<file path="config.mk">
export PLATFORM = sky130hd
export DESIGN_NAME = lcd_pixel_command_formatter
export DESIGN_NICKNAME = d
export VERILOG_FILES = /design/src/hw/rtl/lcdpf_pkg.sv /design/src/hw/rtl/lcdpf_front.sv /design/src/hw/rtl/lcdpf_queue.sv /design/src/hw/rtl/lcdpf_back.sv /design/src/hw/rtl/lcd_pixel_command_formatter.sv
export SDC_FILE = /design/constraint.sdc
export NUM_CORES = 1
export LEC_CHECK = 0
export ABC_AREA = 1
export ABC_CLOCK_PERIOD_IN_PS = 6960
export BUFFER_PORTS_ARGS = -buffer_cell sky130_fd_sc_hd__buf_2
export CAP_MARGIN = 20
export CORE_AREA = 2 2 106 149
export CTS_BUF_LIST = sky130_fd_sc_hd__clkbuf_16
export CTS_CLUSTER_DIAMETER = 60
export DETAILED_ROUTE_END_ITERATION = 8
export DIE_AREA = 0 0 108 151
export PLACE_DENSITY = 0.62
export RECOVER_POWER = 50
export SKIP_CTS_REPAIR_TIMING = 1
export SLEW_MARGIN = 20
export SYNTH_ARGS = -nofsm -noshare
export SYNTH_HDL_FRONTEND = slang
export SYNTH_SLANG_ARGS = --single-unit
export TNS_END_PERCENT = 20
</file>
<file path="constraint.sdc">
create_clock -name aclk -period 6.96 [get_ports aclk]
set_clock_uncertainty 0.05 [all_clocks]
set_input_delay 1.044 -clock aclk [delete_from_list [all_inputs] [get_ports aclk]]
set_output_delay 1.044 -clock aclk [all_outputs]
set_load 0.01 [all_outputs]
</file>
<file path="src/hw/rtl/lcdpf_pkg.sv">
// Shared types and constants for the LCD pixel command formatter.
// Used by the front classifier, the command queue, the byte sequencer and the top level.
package lcdpf_pkg;

    // Controller opcodes
    localparam logic [7:0] OP_COLUMN     = 8'h2A;
    localparam logic [7:0] OP_PAGE       = 8'h2B;
    localparam logic [7:0] OP_RAMWRITE   = 8'h2C;
    localparam logic [7:0] OP_ACCESS_CTL = 8'h36;

    // Window bounds: x + 1 + offset stays below 2^9 for the default parameters
    localparam int BOUND_W  = 9;
    localparam int S_DATA_W = 40;
    localparam int M_DATA_W = 8;
    localparam int M_USER_W = 2;

    // Bit positions in m_tuser
    localparam int USER_IS_DATA   = 0;
    localparam int USER_FRAME_END = 1;

    typedef enum logic {
        KIND_PIXEL  = 1'b0,
        KIND_ROTATE = 1'b1
    } item_kind_t;

    // Sequencer steps; STEP_CMD0 is the first byte of either kind of item
    typedef enum logic [3:0] {
        STEP_CMD0,
        STEP_COL0_HI,
        STEP_COL0_LO,
        STEP_COL1_HI,
        STEP_COL1_LO,
        STEP_PAGE_CMD,
        STEP_ROW0_HI,
        STEP_ROW0_LO,
        STEP_ROW1_HI,
        STEP_ROW1_LO,
        STEP_RAMWR_CMD,
        STEP_COLOR_HI,
        STEP_COLOR_LO,
        STEP_ACC_DATA
    } step_t;

    typedef struct packed {
        item_kind_t         kind;
        logic [7:0]         ctl_byte;
        logic [BOUND_W-1:0] col0;
        logic [BOUND_W-1:0] col1;
        logic [BOUND_W-1:0] row0;
        logic [BOUND_W-1:0] row1;
        logic [15:0]        color;
    } cmd_t;

    typedef struct packed {
        logic full;
        logic empty;
    } queue_status_t;

    function automatic logic [7:0] access_ctl(input logic [1:0] orient);
        logic [7:0] b;
        unique case (orient)
            2'd0:    b = 8'b00001000;
            2'd1:    b = 8'b01101000;
            2'd2:    b = 8'b11001000;
            default: b = 8'b10101000;
        endcase
        return b;
    endfunction

endpackage

</file>
<file path="src/hw/rtl/lcdpf_front.sv">
// Front end: accepts request words, tracks orientation, drops off-panel pixels
// and builds window descriptors for the queue. Depends on lcdpf_pkg.
module lcdpf_front #(
    parameter int PANEL_WIDTH   = 128,
    parameter int PANEL_HEIGHT  = 128,
    parameter int WINDOW_OFFSET = 32
) (
    input  logic                            aclk,
    input  logic                            aresetn,
    input  logic                            s_tvalid,
    output logic                            s_tready,
    // pos_x[7:0], pos_y[15:8], pixel_color[31:16], rotation_request[39:32]
    input  logic [lcdpf_pkg::S_DATA_W-1:0]  s_tdata,
    // mode
    input  logic                            s_tuser,
    input  lcdpf_pkg::queue_status_t        q_status,
    output logic                            push,
    output lcdpf_pkg::cmd_t                 push_cmd
);
    import lcdpf_pkg::*;

    localparam logic [7:0]         WIDTH8  = 8'(PANEL_WIDTH);
    localparam logic [7:0]         HEIGHT8 = 8'(PANEL_HEIGHT);
    localparam logic [BOUND_W-1:0] OFS     = BOUND_W'(WINDOW_OFFSET);

    logic [1:0]         orient_reg, orient_next;
    logic [7:0]         pos_x, pos_y, rot_req;
    logic [15:0]        color;
    logic [7:0]         vis_w, vis_h;
    logic [BOUND_W-1:0] x_ofs, y_ofs;
    logic               in_area, accept;

    assign pos_x   = s_tdata[7:0];
    assign pos_y   = s_tdata[15:8];
    assign color   = s_tdata[31:16];
    assign rot_req = s_tdata[39:32];

    assign s_tready = !q_status.full;
    assign accept   = s_tvalid && s_tready;

    // only orientation 1 swaps the visible size
    assign vis_w   = (orient_reg == 2'd1) ? HEIGHT8 : WIDTH8;
    assign vis_h   = (orient_reg == 2'd1) ? WIDTH8 : HEIGHT8;
    assign x_ofs   = (orient_reg == 2'd1) ? OFS : '0;
    assign y_ofs   = (orient_reg == 2'd0) ? OFS : '0;
    assign in_area = (pos_x < vis_w) && (pos_y < vis_h);

    always_comb begin
        orient_next = orient_reg;
        if (accept && s_tuser == KIND_ROTATE) begin
            orient_next = rot_req[1:0];
        end
    end

    always_ff @(posedge aclk) begin
        if (!aresetn) begin
            orient_reg <= '0;
        end else begin
            orient_reg <= orient_next;
        end
    end

    assign push = accept && (s_tuser == KIND_ROTATE || in_area);

    always_comb begin
        push_cmd.kind     = item_kind_t'(s_tuser);
        push_cmd.ctl_byte = access_ctl(rot_req[1:0]);
        push_cmd.col0     = BOUND_W'(pos_x) + x_ofs;
        push_cmd.col1     = BOUND_W'(pos_x) + x_ofs + BOUND_W'(1);
        push_cmd.row0     = BOUND_W'(pos_y) + y_ofs;
        push_cmd.row1     = BOUND_W'(pos_y) + y_ofs + BOUND_W'(1);
        push_cmd.color    = color;
    end

endmodule

</file>
<file path="src/hw/rtl/lcdpf_queue.sv">
// Two-entry descriptor queue between the front end and the byte sequencer.
// Depends on lcdpf_pkg.
module lcdpf_queue (
    input  logic                      aclk,
    input  logic                      aresetn,
    input  logic                      push,
    input  lcdpf_pkg::cmd_t           push_cmd,
    input  logic                      pop,
    output lcdpf_pkg::cmd_t           head_cmd,
    output lcdpf_pkg::queue_status_t  status
);
    import lcdpf_pkg::*;

    localparam int DEPTH = 2;

    cmd_t       entry_reg [DEPTH];
    logic       wr_ptr_reg, wr_ptr_next;
    logic       rd_ptr_reg, rd_ptr_next;
    logic [1:0] count_reg, count_next;
    logic       do_push, do_pop;

    assign status.full  = (count_reg == 2'(DEPTH));
    assign status.empty = (count_reg == 2'd0);
    assign do_push      = push && !status.full;
    assign do_pop       = pop && !status.empty;
    assign head_cmd     = entry_reg[rd_ptr_reg];

    always_comb begin
        wr_ptr_next = do_push ? !wr_ptr_reg : wr_ptr_reg;
        rd_ptr_next = do_pop ? !rd_ptr_reg : rd_ptr_reg;
        count_next  = count_reg;
        if (do_push && !do_pop) begin
            count_next = count_reg + 2'd1;
        end else if (do_pop && !do_push) begin
            count_next = count_reg - 2'd1;
        end
    end

    always_ff @(posedge aclk) begin
        if (!aresetn) begin
            wr_ptr_reg <= 1'b0;
            rd_ptr_reg <= 1'b0;
            count_reg  <= '0;
        end else begin
            wr_ptr_reg <= wr_ptr_next;
            rd_ptr_reg <= rd_ptr_next;
            count_reg  <= count_next;
        end
    end

    always_ff @(posedge aclk) begin
        if (do_push) begin
            entry_reg[wr_ptr_reg] <= push_cmd;
        end
    end

endmodule

</file>
<file path="src/hw/rtl/lcdpf_back.sv">
// Back end: walks each queued descriptor byte by byte into the output register.
// Depends on lcdpf_pkg.
module lcdpf_back (
    input  logic                            aclk,
    input  logic                            aresetn,
    input  lcdpf_pkg::cmd_t                 head_cmd,
    input  lcdpf_pkg::queue_status_t        q_status,
    output logic                            pop,
    output logic                            m_tvalid,
    input  logic                            m_tready,
    // line_byte
    output logic [lcdpf_pkg::M_DATA_W-1:0]  m_tdata,
    // is_data[0], frame_end[1]
    output logic [lcdpf_pkg::M_USER_W-1:0]  m_tuser,
    output logic                            m_tlast
);
    import lcdpf_pkg::*;

    step_t      step_reg, step_next;
    logic       valid_reg;
    logic [7:0] byte_reg;
    logic [1:0] user_reg;
    logic       last_reg;

    logic       load;
    logic [7:0] byte_c;
    logic       is_data_c, fend_c, last_c;

    function automatic logic [7:0] hi_byte(input logic [BOUND_W-1:0] v);
        logic [15:0] w;
        w = 16'(v);
        return w[15:8];
    endfunction

    function automatic logic [7:0] lo_byte(input logic [BOUND_W-1:0] v);
        logic [15:0] w;
        w = 16'(v);
        return w[7:0];
    endfunction

    assign load = !q_status.empty && (!valid_reg || m_tready);

    always_comb begin
        step_next = step_reg;
        byte_c    = '0;
        is_data_c = 1'b1;
        fend_c    = 1'b0;
        last_c    = 1'b0;
        unique case (step_reg)
            STEP_CMD0: begin
                is_data_c = 1'b0;
                fend_c    = 1'b1;
                if (head_cmd.kind == KIND_ROTATE) begin
                    byte_c    = OP_ACCESS_CTL;
                    step_next = STEP_ACC_DATA;
                end else begin
                    byte_c    = OP_COLUMN;
                    step_next = STEP_COL0_HI;
                end
            end
            STEP_COL0_HI: begin
                byte_c    = hi_byte(head_cmd.col0);
                step_next = STEP_COL0_LO;
            end
            STEP_COL0_LO: begin
                byte_c    = lo_byte(head_cmd.col0);
                fend_c    = 1'b1;
                step_next = STEP_COL1_HI;
            end
            STEP_COL1_HI: begin
                byte_c    = hi_byte(head_cmd.col1);
                step_next = STEP_COL1_LO;
            end
            STEP_COL1_LO: begin
                byte_c    = lo_byte(head_cmd.col1);
                fend_c    = 1'b1;
                step_next = STEP_PAGE_CMD;
            end
            STEP_PAGE_CMD: begin
                byte_c    = OP_PAGE;
                is_data_c = 1'b0;
                fend_c    = 1'b1;
                step_next = STEP_ROW0_HI;
            end
            STEP_ROW0_HI: begin
                byte_c    = hi_byte(head_cmd.row0);
                step_next = STEP_ROW0_LO;
            end
            STEP_ROW0_LO: begin
                byte_c    = lo_byte(head_cmd.row0);
                fend_c    = 1'b1;
                step_next = STEP_ROW1_HI;
            end
            STEP_ROW1_HI: begin
                byte_c    = hi_byte(head_cmd.row1);
                step_next = STEP_ROW1_LO;
            end
            STEP_ROW1_LO: begin
                byte_c    = lo_byte(head_cmd.row1);
                fend_c    = 1'b1;
                step_next = STEP_RAMWR_CMD;
            end
            STEP_RAMWR_CMD: begin
                byte_c    = OP_RAMWRITE;
                is_data_c = 1'b0;
                fend_c    = 1'b1;
                step_next = STEP_COLOR_HI;
            end
            STEP_COLOR_HI: begin
                byte_c    = head_cmd.color[15:8];
                step_next = STEP_COLOR_LO;
            end
            STEP_COLOR_LO: begin
                byte_c    = head_cmd.color[7:0];
                fend_c    = 1'b1;
                last_c    = 1'b1;
                step_next = STEP_CMD0;
            end
            STEP_ACC_DATA: begin
                byte_c    = head_cmd.ctl_byte;
                fend_c    = 1'b1;
                last_c    = 1'b1;
                step_next = STEP_CMD0;
            end
            default: begin
                step_next = STEP_CMD0;
            end
        endcase
    end

    assign pop = load && last_c;

    always_ff @(posedge aclk) begin
        if (!aresetn) begin
            step_reg  <= STEP_CMD0;
            valid_reg <= 1'b0;
        end else begin
            if (load) begin
                step_reg  <= step_next;
                valid_reg <= 1'b1;
            end else if (m_tready) begin
                valid_reg <= 1'b0;
            end
        end
    end

    always_ff @(posedge aclk) begin
        if (load) begin
            byte_reg                 <= byte_c;
            user_reg[USER_IS_DATA]   <= is_data_c;
            user_reg[USER_FRAME_END] <= fend_c;
            last_reg                 <= last_c;
        end
    end

    assign m_tvalid = valid_reg;
    assign m_tdata  = byte_reg;
    assign m_tuser  = user_reg;
    assign m_tlast  = last_reg;

endmodule

</file>
<file path="src/hw/rtl/lcd_pixel_command_formatter.sv">
// An accepted item goes into the queue; its first byte then loads into the sequencer's
// single output register. Bytes leave at one byte per cycle while m_tready is high.
// A pixel is 13 bytes, a rotation 2; an off-panel pixel is dropped in its accept cycle.
// Up to two descriptors wait in the queue, so new items are taken while bytes stream out.
// Reset (aresetn low, synchronous) clears orientation to 0, empties the queue and the
// output register.
module lcd_pixel_command_formatter #(
    parameter int PANEL_WIDTH   = 128,
    parameter int PANEL_HEIGHT  = 128,
    parameter int WINDOW_OFFSET = 32
) (
    input  logic                            aclk,
    input  logic                            aresetn,
    input  logic                            s_tvalid,
    output logic                            s_tready,
    // pos_x[7:0], pos_y[15:8], pixel_color[31:16], rotation_request[39:32]
    input  logic [lcdpf_pkg::S_DATA_W-1:0]  s_tdata,
    // mode
    input  logic                            s_tuser,
    output logic                            m_tvalid,
    input  logic                            m_tready,
    // line_byte
    output logic [lcdpf_pkg::M_DATA_W-1:0]  m_tdata,
    // is_data[0], frame_end[1]
    output logic [lcdpf_pkg::M_USER_W-1:0]  m_tuser,
    output logic                            m_tlast
);
    import lcdpf_pkg::*;

    cmd_t          push_cmd, head_cmd;
    queue_status_t q_status;
    logic          push, pop;

    lcdpf_front #(
        .PANEL_WIDTH   (PANEL_WIDTH),
        .PANEL_HEIGHT  (PANEL_HEIGHT),
        .WINDOW_OFFSET (WINDOW_OFFSET)
    ) u_front (
        .aclk     (aclk),
        .aresetn  (aresetn),
        .s_tvalid (s_tvalid),
        .s_tready (s_tready),
        .s_tdata  (s_tdata),
        .s_tuser  (s_tuser),
        .q_status (q_status),
        .push     (push),
        .push_cmd (push_cmd)
    );

    lcdpf_queue u_queue (
        .aclk     (aclk),
        .aresetn  (aresetn),
        .push     (push),
        .push_cmd (push_cmd),
        .pop      (pop),
        .head_cmd (head_cmd),
        .status   (q_status)
    );

    lcdpf_back u_back (
        .aclk     (aclk),
        .aresetn  (aresetn),
        .head_cmd (head_cmd),
        .q_status (q_status),
        .pop      (pop),
        .m_tvalid (m_tvalid),
        .m_tready (m_tready),
        .m_tdata  (m_tdata),
        .m_tuser  (m_tuser),
        .m_tlast  (m_tlast)
    );

    // command bytes are always single-byte frames
    a_cmd_frame: assert property (@(posedge aclk) disable iff (!aresetn)
        m_tvalid && !m_tuser[USER_IS_DATA] |-> m_tuser[USER_FRAME_END])
        else $error("command byte without frame end");

    // the last word of an item closes its frame
    a_last_frame: assert property (@(posedge aclk) disable iff (!aresetn)
        m_tvalid && m_tlast |-> m_tuser[USER_FRAME_END] && m_tuser[USER_IS_DATA])
        else $error("last word does not close a data frame");

    a_queue_status: assert property (@(posedge aclk) disable iff (!aresetn)
        !(q_status.full && q_status.empty))
        else $error("queue both full and empty");

    // a pop only ever retires a descriptor that is present
    a_pop_nonempty: assert property (@(posedge aclk) disable iff (!aresetn)
        pop |-> !q_status.empty)
        else $error("pop from empty queue");

endmodule

</file>
Word-level counts from Yosys, hierarchy flattened
Memories as Yosys holds them, arrays and structs flattened. A register that Yosys moved wholly into a read port is not among the register bits.
Cells that the tools add are included.
{"block": "op_classes", "addsub": 6, "n_mul": 0, "div": 0, "n_lt_le_gt_ge": 2, "eq_ne": 17, "shifts": 0, "mux": 18, "bitwise_logic": 0, "reduce_logical": 28}
{"cell": "one-hot mux 8 bit (14 select lines)", "count": 1}
{"cell": "one-hot mux 4 bit (12 select lines)", "count": 1}
{"cell": "equality test 4 bit, second input constant", "count": 6}
{"cell": "one-hot mux 8 bit (3 select lines)", "count": 1}
{"cell": "adder 8 x 9 -> 9 bit", "count": 2}
{"cell": "adder 9 x 1 -> 9 bit, second input constant", "count": 2}
{"cell": "equality test 4 x 3 -> 1 bit, second input constant", "count": 4}
{"cell": "less-than comparator 8 bit, second input constant", "count": 2}
{"cell": "2-to-1 mux 6 bit", "count": 2}
{"cell": "logical AND 1 bit", "count": 10}
{"cell": "2-to-1 mux 1 bit", "count": 9}
{"cell": "OR reduction 9 bit", "count": 1}
{"cell": "equality test 4 x 2 -> 1 bit, second input constant", "count": 2}
{"cell": "zero test 1 bit", "count": 7}
{"cell": "zero test 2 bit", "count": 3}
{"cell": "2-to-1 mux 5 bit", "count": 1}
{"cell": "equality test 2 x 1 -> 1 bit, second input constant", "count": 2}
{"cell": "equality test 2 bit, second input constant", "count": 2}
{"cell": "equality test 4 x 1 -> 1 bit, second input constant", "count": 1}
{"cell": "zero test 4 bit", "count": 1}
{"cell": "2-to-1 mux 2 bit", "count": 2}
{"cell": "2-to-1 mux 4 bit", "count": 1}
{"cell": "nonzero test 2 bit", "count": 2}
{"cell": "OR reduction 3 bit", "count": 1}
{"cell": "other kinds (4)", "count": 5}
{"block": "word_totals", "ff_bits": 22, "latchBits": 0, "mem_bits_rw": 122, "rom_bits": 0, "in_bits": 45, "output_inout_bits": 13, "word_cells": 81, "mem_count": 1}
{"name": "u_queue.entry_reg", "words": 2, "word_bits": 61, "rd": 1, "rd_clocked_by_memory_dff": 1, "wr": 1, "line": "lcdpf_queue.sv:16", "text": "cmd_t entry_reg [DEPTH];"}

Logic depth before layout (Yosys ltp)
Gate-level depths: netlist of run 1.
{"block": "depth", "word_depth": 9, "ltp_mapped": 11, "ltp_nobuf": 11}

Cells and area by module
From an unflattened synthesis of run 1, not the netlist that was laid out.
{"block": "hier_totals", "cells_unflattened": 543, "hier_area_um2": 6975.4}
{"module": "lcdpf_queue", "n_inst": 1, "cells_each": 228, "area_each_um2": 4952.2, "seq_area_each_um2": 3763.6}
{"module": "lcdpf_back", "n_inst": 1, "cells_each": 195, "area_each_um2": 1216.2, "seq_area_each_um2": 430.4}
{"module": "lcdpf_front", "n_inst": 1, "cells_each": 120, "area_each_um2": 807.0, "seq_area_each_um2": 40.0}

Worst setup path before layout of run 1
Ideal clock, no wire load.
{"block": "synth_timing", "path_kind": "input to register", "from": "input s_tdata[7] (netlist bit)", "to": "memory u_queue.entry_reg[0][0] (netlist bit) (enable)", "setup_ns": 0.539, "arrival_time_ns": 4.991, "required_time_ns": 6.371, "slack_ns": 1.380, "cell_stages": 3, "path_buffers": 0, "cell_sequence": "nor2_1 -> nor2_1 -> nor3_1"}
{"block": "synth_between", "elab_chain_len": 7}
{"element": "from (decl)", "line": "lcd_pixel_command_formatter.sv:17", "text": "input logic [lcdpf_pkg::S_DATA_W-1:0] s_tdata,"}
{"element": "less-than comparator 8 bit", "line": "lcdpf_front.sv:46", "text": "assign in_area = (pos_x < vis_w) && (pos_y < vis_h);"}
{"element": "logical AND 1 bit", "line": "lcdpf_front.sv:46"}
{"element": "logical OR 1 bit", "line": "lcdpf_front.sv:63", "text": "assign push = accept && (s_tuser == KIND_ROTATE || in_area);"}
{"element": "logical AND 1 bit", "line": "lcdpf_front.sv:63"}
{"element": "logical AND 1 bit", "line": "lcdpf_queue.sv:24", "text": "assign do_push = push && !status.full;"}
{"element": "2-to-1 mux 1 bit", "line": "lcdpf_queue.sv:52", "text": "if (do_push) begin"}
{"element": "2-to-1 mux 1 bit (not written as such)", "line": "lcdpf_queue.sv:53", "text": "entry_reg[wr_ptr_reg] <= push_cmd;"}
{"element": "to (decl)", "line": "lcdpf_queue.sv:16"}
Every way passes these cells.

Final worst setup path of run 1
{"block": "layout_timing", "from": "input m_tready", "to": "register u_queue.count_reg[1]"}
{"block": "layout_between", "elab_chain_len": 7, "elab_cells_between_ends": 9, "classes_between": "1 x mux; 8 x reduce/logical"}
{"element": "from (decl)", "line": "lcd_pixel_command_formatter.sv:21", "text": "input logic m_tready,"}
{"element": "logical OR 1 bit (*)", "line": "lcdpf_back.sv:41", "text": "assign load = !q_status.empty && (!valid_reg || m_tready);"}
{"element": "logical AND 1 bit (*)", "line": "lcdpf_back.sv:41"}
{"element": "net u_back.load", "line": "lcdpf_back.sv:25", "text": "logic load;"}
{"element": "logical AND 1 bit (*)", "line": "lcdpf_back.sv:131", "text": "assign pop = load && last_c;"}
{"element": "logical AND 1 bit (*)", "line": "lcdpf_queue.sv:25", "text": "assign do_pop = pop && !status.empty;"}
{"element": "zero test 1 bit", "line": "lcdpf_queue.sv:32", "text": "if (do_push && !do_pop) begin"}
{"element": "logical AND 1 bit", "line": "lcdpf_queue.sv:32"}
{"element": "2-to-1 mux 2 bit or nonzero test 2 bit (tied branches)"}
{"element": "to (signal assigned)", "line": "lcdpf_queue.sv:47", "text": "count_reg <= count_next;"}
{"element": "to (decl)", "line": "lcdpf_queue.sv:19", "text": "logic [1:0] count_reg, count_next;"}
The timed path passes the listed nets; every way through them passes the cells marked *.
A chain may end at the register's enable or synchronous reset.

==> results of run 1 <==
## layout by cell type, fill, tap and decap left out, types with 2 or more instances in the layout
master      count
bufinv_16       2
clkinv_4        5
inv_6           4
nor2_1         36
dfxtp_1        11
edfxtp_1      123
clkbuf_16      17
nand2_1       270
nand4_1         3
nand3_1        23
clkbuf_1       28
buf_2          22
o21ai_0        10
xnor2_1         3
a21oi_1        15
inv_1          30
or2_2           2
nor2_2          4
inv_2           3
ha_1           10
clkinvlp_4      2
buf_4           3
xor2_1         12
## cell type report
| class | instances | share of cell area [%] |
|---|---|---|
| Sequential cell | 135 | 57.11 |
| Multi-Input combinational cell | 395 | 25.46 |
| Clock buffer | 17 | 6.174 |
| Timing Repair Buffer | 54 | 3.505 |
| Tap cell | 192 | 3.486 |
| Clock inverter | 15 | 2.470 |
| Inverter | 33 | 1.798 |
## per-stage QoR
stage          instances  util, %  setup WS [ns]  area (um^2)
3_5_place_dp         809    42.45          4.147         6334
6_report             841    46.18          4.233         6890
4_1_cts              841    46.44          4.510         6929
5_1_grt              841    46.18          4.025         6890
2_1_floorplan        575        -          1.380         5864
3_3_place_gp         809    42.45          4.169         6334
## power breakdown
group | switching, W | internal, W | total (W) | leakage (nW)
clock network | 0.000351 | 0.000535 | 0.000886 | 0.287
registers | 0.0000193 | 0.000961 | 0.000980 | 1.23
logic | 0.000137 | 0.0000595 | 0.000196 | 1.33
## worst max path at each step
stage | from | end | slack [ns] | depth (start not counted)
after floorplan | s_tdata[7] | u_queue.entry_reg[0][0] | 1.38 | 3
after global placement | s_tdata[15] | u_queue.entry_reg[1][7] | 4.17 | 7
after detailed placement | m_tready | u_queue.count_reg[1] | 4.15 | 11
after CTS | flip-flop | u_back.m_tdata[5] | 4.51 | 8
after global routing | m_tready | u_queue.count_reg[1] | 4.02 | 11
final | m_tready | u_queue.count_reg[1] | 4.23 | 11
## per-layer routing
layer | part of all wire, % | routed length (um) | vias to the layer above
li1 | - | - | 2023
met1 | 40 | 4977 | 1872
met2 | 53 | 6535 | 102
met3 | 4.7 | 586 | 20
met4 | 2.7 | 342 | 0
met5 | 0 | 0 | -
## worst max-delay path: stages
cell and delay, ns:
buf_2 0.07, inv_1 0.03, nand2_1 0.06, o21ai_0 0.25, inv_1 0.58, nand2_1 0.15, ha_1 0.36, nor2_1 0.12
nand2_1 0.08, o21ai_0 0.17, a21oi_1 0.07
## cells by family (layout without fill, tap and decap cells)
logic type | after synthesis | after routing
flip-flops | 135 | 135
buffers and inverters | 45 | 119
adder cells (fa/ha/maj) | 10 | 10
XOR/XNOR | 15 | 15
AO/OA/AOI/OAI | 27 | 27
AND/OR/NAND/NOR | 343 | 343
==> run metrics, run 1 <==
global route hottest layer met2; Async SR Flop Fraction 0%; DRC 0; Die H 151 um; vias post-DR 4,017; number of synthesized flops with an enable pin between 100 and 150; Slew headroom between 30% and 40%; synth cell count leaders 270 x nand2_1, 123 x edfxtp_1, 35 x nor2_1; GPL Wtd Cong between 0.9 and 1; Worst Path Arrival approximately 3 ns; Post-synth top flop edfxtp_1; 1st-pass router iterations 5; Critical Path Source Type primary input; met2 Use GR 28.46%; Peak VDD IR about 150 uV; worst reg-to-reg path cell count 8; core area approximately 0.015 mm^2; Fill cells 1,373; post-synth cell types 24; #FFs+latches synth 135; Sequential cell area approximately 0.0039 mm^2; RSZ-0062 raised after global routing no; CTS Buf Count 17; CP endpoint kind flip-flop; Post-Syn Nets 630; register area share after synthesis 67.08%; Synth area leader edfxtp_1; ANT nets after route 0; PD cells 299.3 mW/mm^2; Post-Route WL roughly 12,000 um; Via density between 4 and 5; htree depth 4; grt met3 use 4.088%; warnings from Yosys 0; met1 usage 17.96%; Post-Synthesis Cell Area 0.005864 mm^2; top cell type's share of synthesized area ~63%; Layout Nets 691; Final Hold Viols 0; Avg Cell Area, Syn slightly above 10 um^2; R2R Path Start u_queue.count_reg[0]; Synth Area in Adders under 10%; PortBufs 51; CTS tree done; Setup TNS 0 ns; # clock sinks around 140; status completed; first-pass GRT wire length 19,460 um; Max Freq 0.3667 GHz; largest net degree at the start of global routing 62; CTS clk-pin slew, worst paths about 0.06 ns; Multi-input gate area 0.001754 mm^2; initial antenna violation count 0; layout cells sized above 1 10.48%; Global Route Usage Sum approximately 16%; Crit path required time about 7.2 ns; Row Count between 50 and 60; Worst Hold End u_back.m_tvalid; starting density of the core 39.30%; Slew Limit Fails 0; FF-to-FF End u_queue.count_reg[1]; simple-gate share of the synthesized area 23.09%; min Tclk post-route about 2.7 ns; XOR/XNOR Fraction of Synth Area 2.240%; Synth Area in Compound Gates under 10%; Hold Crit Depth 2; Cells after Synth 575; largest family of logic cells by synthesized area simple AND/OR/NAND/NOR gates; post-DP HPWL ~8200 um; LEAKAGE between 2 and 3 nW; # IOs 58; top-count cell post-synth nand2_1; Die ar. between 0.015 and 0.02 mm^2; Hold WS 0.4385 ns; worst skew pair latency 0.42 ns; Root Driver clkbuf_16; gr ovfl total 0; vias in the first global route 3,781; Overall Power 0.002062 W; worst hold path class flip-flop to flip-flop; antenna fix cells 0; max FFs per register about 110; P&R area growth vs syn 17.50%; multiplexer share of the synthesized area 0%; period utilisation layout 39.18%; routed wire length per instance 14.79 um; Register-to-Register Setup Slack 4.52 ns; DIE WIDTH 108 um; Synth area leaders edfxtp_1 63%, nand2_1 17%, dfxtp_1 4.1%; Worst Max-Slew Pin Slew 0.9649 ns; Longest Clk Path Bufs 2; Crit Path Category primary input to flip-flop; max-cap check violation count 0; Hold Startpoint u_back.m_tvalid; initial drt markers 237; final setup fails 0; critical-path maximum fanout 18
Note: power is estimated with default switching activity, not from simulation.
==> run 2: changes to the inputs <==
ABC_CLOCK_PERIOD_IN_PS = 2600   (was 6960)
clock period = 2.6 ns   (was 6.96 ns; I/O delays follow)
==> run metrics, run 2 (synthesized netlist as in run 1, its figures left out) <==
CTS tree done (unchanged); gr ovfl total 0 (unchanged); Critical Path Source Type flip-flop (was primary input); DRC 0 (unchanged); layout cells sized above 1 9.217% (was 10.48%); PortBufs 51 (unchanged); Layout Nets 693 (was 691); leading cell types in the layout, fill and taps excluded 270 x nand2_1, 123 x edfxtp_1, 36 x nor2_1 (unchanged); vias post-DR 4,034 (was 4,017); Longest Clk Path Bufs 2 (unchanged); Max Freq 0.4946 GHz; Post-Route WL 12,610 um (was 12,440 um); antenna fix cells 0 (unchanged); Setup TNS 0 ns (unchanged); Global Route Usage Sum 16.56% (was 16.14%); Worst Hold End u_queue.entry_reg[0][15] (was u_back.m_tvalid); Hold Crit Depth 1 (was 2); Slew headroom 36.49% (was 35.58%); post-DP HPWL 8518 um (was 8170 um); Overall Power 0.005519 W (was 0.002062 W); initial antenna violation count 0 (unchanged); status completed (unchanged); placed insts 811 (was 809); Peak VDD IR 370.2 uV (was 154.8 uV); worst hold path class primary input to flip-flop (was flip-flop to flip-flop); # clock sinks 135 (unchanged); CP endpoint kind flip-flop (unchanged); critical-path maximum fanout 17 (was 18); dpl ws 0.6849 ns (was 4.147 ns); Crit Path Category flip-flop to flip-flop (was primary input to flip-flop); CTS Buf Count 17 (unchanged); first-pass GRT wire length 20,150 um (was 19,460 um); P&R area growth vs syn 17.77% (was 17.50%); 1st-pass router iterations 4 (was 5); Fill cells 1,420 (was 1,373); PD cells 799.1 mW/mm^2 (was 299.3 mW/mm^2); Final Worst Setup Slack 0.5783 ns (was 4.233 ns); core area 0.01492 mm^2 (unchanged); htree depth 4 (unchanged); vias in the first global route 4,026 (was 3,781); Slew Limit Fails 0 (unchanged); # IOs 58 (unchanged); Via density 4.785 (was 4.776); Worst Path Arrival 2.26 ns (was 2.97 ns); Final Hold Viols 0 (unchanged); Non-Filler Instances 843 (was 841); min Tclk post-route 2.022 ns; worst skew pair latency 0.42 ns (about the same); routed wire length per instance 14.96 um (was 14.79 um); Sequential cell area 0.003935 mm^2 (unchanged); period utilisation layout 77.76%; Worst Max-Slew Pin Slew 0.9526 ns (was 0.9649 ns); Crit path required time 2.84 ns (was 7.21 ns); final setup fails 0 (unchanged); LEAKAGE 2.839 nW (was 2.848 nW); Register-to-Register Setup Slack 0.58 ns (was 4.52 ns); max FFs per register 112 (unchanged); Die H 151 um (unchanged); max-cap check violation count 0 (unchanged); ANT nets after route 0 (unchanged); Die ar. 0.01631 mm^2 (unchanged); Multi-input gate area 0.001760 mm^2 (was 0.001754 mm^2); Hold Startpoint s_tdata[31] (was u_back.m_tvalid); Root Driver clkbuf_16 (unchanged); largest net degree at the start of global routing 58 (was 62); GPL Wtd Cong 0.8807 (was 0.9100); Row Count 53 (unchanged); starting density of the core 39.30% (unchanged); initial drt markers 204 (was 237); DIE WIDTH 108 um (unchanged); fin util 46.29% (was 46.18%); RSZ-0062 raised after global routing no (unchanged); commonest non-fill, non-tap cell in the layout nand2_1 (unchanged); CTS clk-pin slew, worst paths 0.06 ns (about the same); R2R Path Start u_queue.count_reg[0] (unchanged); worst reg-to-reg path cell count 6 (was 8)
## run 2: changes by cell type in the layout (fill, tap and decap cells not counted), moves of 2 or more
cell        previous run  this run
clkinvlp_4             2         4
inv_6                  4         1
clkinv_4               5         1
inv_1                 30        32
buf_2                 22        17
clkinv_1               0         2
clkbuf_1              28        35
## run 2: routing by layer
metal / up-vias / global-route usage, % / routed length (um)
met1: 1878 / 18.72 / 5089
met5: - / 0 / 0
met4: 0 / 8.782 / 360
met2: 106 / 28.99 / 6671
met3: 27 / 3.657 / 493
li1: 2023 / - / -
## run 2: worst max-delay path by stage
stage	endpoint	start	cells after the start	slack [ns]
after floorplan	u_queue.entry_reg[0][0]	u_queue.count_reg[0]	4	0.08
after global placement	u_queue.entry_reg[0][24]	s_tdata[13]	6	0.72
after detailed placement	u_queue.count_reg[1]	u_back.step_reg[2]	8	0.68
after CTS	u_queue.count_reg[1]	u_back.step_reg[2]	8	0.68
after global routing	flip-flop	u_queue.count_reg[0]	5	0.32
final	flip-flop	u_queue.count_reg[0]	6	0.58
## run 2: layout make-up
type,instances,share of cell area [%]
clock buffers,17,6.159
well taps,192,3.478
flip-flops and latches,135,56.97
clock inverters,15,2.355
inverters,33,1.793
multi-input cells,395,25.49
repair buffers,56,3.750
## run 2: where the power goes
part	leakage, nW	internal (W)	total, W	switching [W]
clock network	0.283	0.00149	0.00236	0.000869
registers	1.23	0.00257	0.00263	0.0000537
logic	1.32	0.000160	0.000533	0.000373
## run 2: per-stage QoR
stage                     hold slack, ns  cell area, um^2
final                             0.1079             6907
after global routing             0.09613             6907
after CTS                        0.09753             6968
after detailed placement          0.4150             6380
after global placement            0.4114             6380
after floorplan                   0.3945             5876
## run 2: critical path, cell delays in order, from the launching register on
cell and delay (ns):
dfxtp_1 0.36, o21ai_0 0.30, inv_2 0.13, clkbuf_1 0.72, nand3_1 0.15, nand2_1 0.13, nor2_1 0.05
==> run 3: changes to the inputs <==
ABC_CLOCK_PERIOD_IN_PS = 1720   (was 2600)
PLACE_DENSITY = 0.64   (was 0.62)
clock period = 1.72 ns   (was 2.6 ns; I/O delays follow)
==> run metrics, run 3 (synthesized netlist as in run 1, its figures left out) <==
status completed (unchanged); vias post-DR 4,215 (was 4,034); dpl ws -0.02408 ns (was 0.6849 ns); 1st-pass router iterations 5 (was 4); # clock sinks 135 (unchanged); CTS clk-pin slew, worst paths 0.06 ns (about the same); WL met3 507 um (was 493 um); commonest non-fill, non-tap cell in the layout nand2_1 (unchanged); fin util 49.69% (was 46.29%); leading cell types in the layout, fill and taps excluded 266 x nand2_1, 123 x edfxtp_1, 31 x nor2_1 (was 270 x nand2_1, 123 x edfxtp_1, 36 x nor2_1); post-DP HPWL 9165 um (was 8518 um); Overall Power 0.008547 W (was 0.005519 W); LEAKAGE 3.079 nW (was 2.839 nW); DIE WIDTH 108 um (unchanged); Layout Nets 733 (was 693); PortBufs 51 (unchanged); Crit path max-delay family simple AND/OR/NAND/NOR gates (was buffers and inverters); final setup fails 0 (unchanged); FF-to-FF End u_queue.entry_reg[0][42]; PD cells 1153 mW/mm^2 (was 799.1 mW/mm^2); Post-Route WL 13,130 um (was 12,610 um); R2R Path Start u_front.orient_reg[0] (was u_queue.count_reg[0]); P&R area growth vs syn 26.41% (was 17.77%); Die H 151 um (unchanged); routed wire length per instance 14.87 um (was 14.96 um); Max Freq 0.6106 GHz (was 0.4946 GHz); htree depth 4 (unchanged); Die ar. 0.01631 mm^2 (unchanged); worst hold path class primary input to flip-flop (unchanged); DRC 0 (unchanged); gr ovfl total 0 (unchanged); period utilisation layout 95.22% (was 77.76%); Row Count 53 (unchanged); Longest Clk Path Bufs 2 (unchanged); Via density 4.773 (was 4.785); routed length on met2 7047 um (was 6671 um); GPL Wtd Cong 0.8687 (was 0.8807); Setup TNS 0 ns (unchanged); Worst Path Arrival 1.75 ns (was 2.26 ns); # IOs 58 (unchanged); CP endpoint kind flip-flop (unchanged); Global Route Usage Sum 16.99% (was 16.56%); dpl cell area 0.006596 mm^2 (was 0.006380 mm^2); max FFs per register 112 (unchanged); worst path bufs/invs 1 (was 2); core area 0.01492 mm^2 (unchanged); slowest stage delay, CP 0.37 ns (was 0.72 ns); min Tclk post-route 1.638 ns (was 2.022 ns); largest net degree at the start of global routing 57 (was 58); critical-path maximum fanout 2 (was 17); RSZ-0062 raised after global routing yes (was no); Met1 Wirelength 5220 um (was 5089 um); Root Driver clkbuf_16 (unchanged); DR top layer met4 (unchanged); Peak VDD IR 580.9 uV (was 370.2 uV); Critical Path Source Type flip-flop (unchanged); Crit Path Category flip-flop to flip-flop (unchanged); crit path cell chain inv_1 -> nor2_1 -> ha_2 -> nand3_2 -> nor2_4 -> nand3_1 -> xor2_1 (was o21ai_0 -> inv_2 -> clkbuf_1 -> nand3_1 -> nand2_1 -> nor2_1); starting density of the core 39.30% (unchanged); max-cap check violation count 0 (unchanged); Slew Limit Fails 0 (unchanged); antenna fix cells 0 (unchanged); Hold Crit Depth 1 (unchanged); initial antenna violation count 0 (unchanged); CTS tree done (unchanged); worst skew pair latency 0.42 ns (about the same); Fill cells 1,353 (was 1,420); Worst Max-Slew Pin Slew 0.4545 ns (was 0.9526 ns); worst reg-to-reg path cell count 7 (was 6); CTS Buf Count 17 (unchanged); initial drt markers 223 (was 204); Slew headroom 69.47% (was 36.49%); Final Hold Viols 0 (unchanged); layout cells sized above 1 16.93% (was 9.217%); vias in the first global route 4,157 (was 4,026); Crit path required time 1.83 ns (was 2.84 ns); first-pass GRT wire length 20,670 um (was 20,150 um); Final Cell Area 0.007413 mm^2 (was 0.006907 mm^2); Hold Startpoint s_tdata[9] (was s_tdata[31]); Final Worst Setup Slack 0.08226 ns (was 0.5783 ns); Register-to-Register Setup Slack 0.08 ns (was 0.58 ns); Slowest cell on crit path ha_2 (was clkbuf_1); Worst Hold End u_queue.entry_reg[1][26] (was u_queue.entry_reg[0][15]); ANT nets after route 0 (unchanged)
-- run 3: cell types whose count changed in the layout (fill, tap and decap cells not counted), moves of 3 or more --
| cell | delta |
|---|---|
| nand2_1 | -4 |
| dfxtp_2 | +4 |
| dfxtp_1 | -4 |
| nor2_4 | +3 |
| dlygate4sd3_1 | +17 |
| buf_4 | +19 |
| clkbuf_1 | -13 |
| inv_1 | -3 |
| nor2_1 | -5 |
| buf_12 | +5 |
| inv_6 | +3 |
| buf_2 | +12 |
-- run 3: worst max-delay path by stage --
| stage | start | to | slack, ns | cells past startpoint |
|---|---|---|---|---|
| after detailed placement | u_back.step_reg[2] | u_queue.count_reg[1] | -0.02 | 8 |
| after global placement | u_front.orient_reg[0] | u_queue.entry_reg[0][42] | -0.04 | 7 |
| after global routing | u_front.orient_reg[1] | u_queue.entry_reg[1][23] | -0.03 | 8 |
| after floorplan | u_queue.count_reg[0] | u_queue.entry_reg[0][0] | -0.67 | 4 |
| final | u_front.orient_reg[0] | u_queue.entry_reg[0][42] | 0.08 | 7 |
| after CTS | u_front.orient_reg[0] | u_queue.entry_reg[0][42] | -0.05 | 7 |
-- run 3: routing by layer --
layer  GRT usage, %  vias up
li1               -     2104
met1          18.57     1996
met2          30.82       89
met3          3.873       26
met4          8.141        0
met5              0        -
-- run 3: layout make-up --
| class | count | area (um^2) | share of cell area (%) |
|---|---|---|---|
| multi-input cells | 395 | 1836 | 24.76 |
| inverters | 33 | 123.9 | 1.671 |
| clock buffers | 17 | 425.4 | 5.738 |
| well taps | 192 | 240.2 | 3.241 |
| repair buffers | 96 | 679.4 | 9.165 |
| clock inverters | 15 | 168.9 | 2.278 |
| flip-flops and latches | 135 | 3940 | 53.15 |
-- run 3: report_power, final --
part / internal (W) / switching [W] / total, W
clock network: 0.00217 / 0.00146 / 0.00363
logic: 0.000348 / 0.000602 / 0.000950
registers: 0.00389 / 0.0000809 / 0.00397
total: 0.00640 / 0.00215 / 0.00855
-- run 3: through the flow --
step,std cells,hold slack (ns)
floorplan,575,0.3069
global placement,831,0.3969
detailed placement,831,0.4007
CTS,863,-0.03573
global route,883,0.08487
finish,883,0.06849
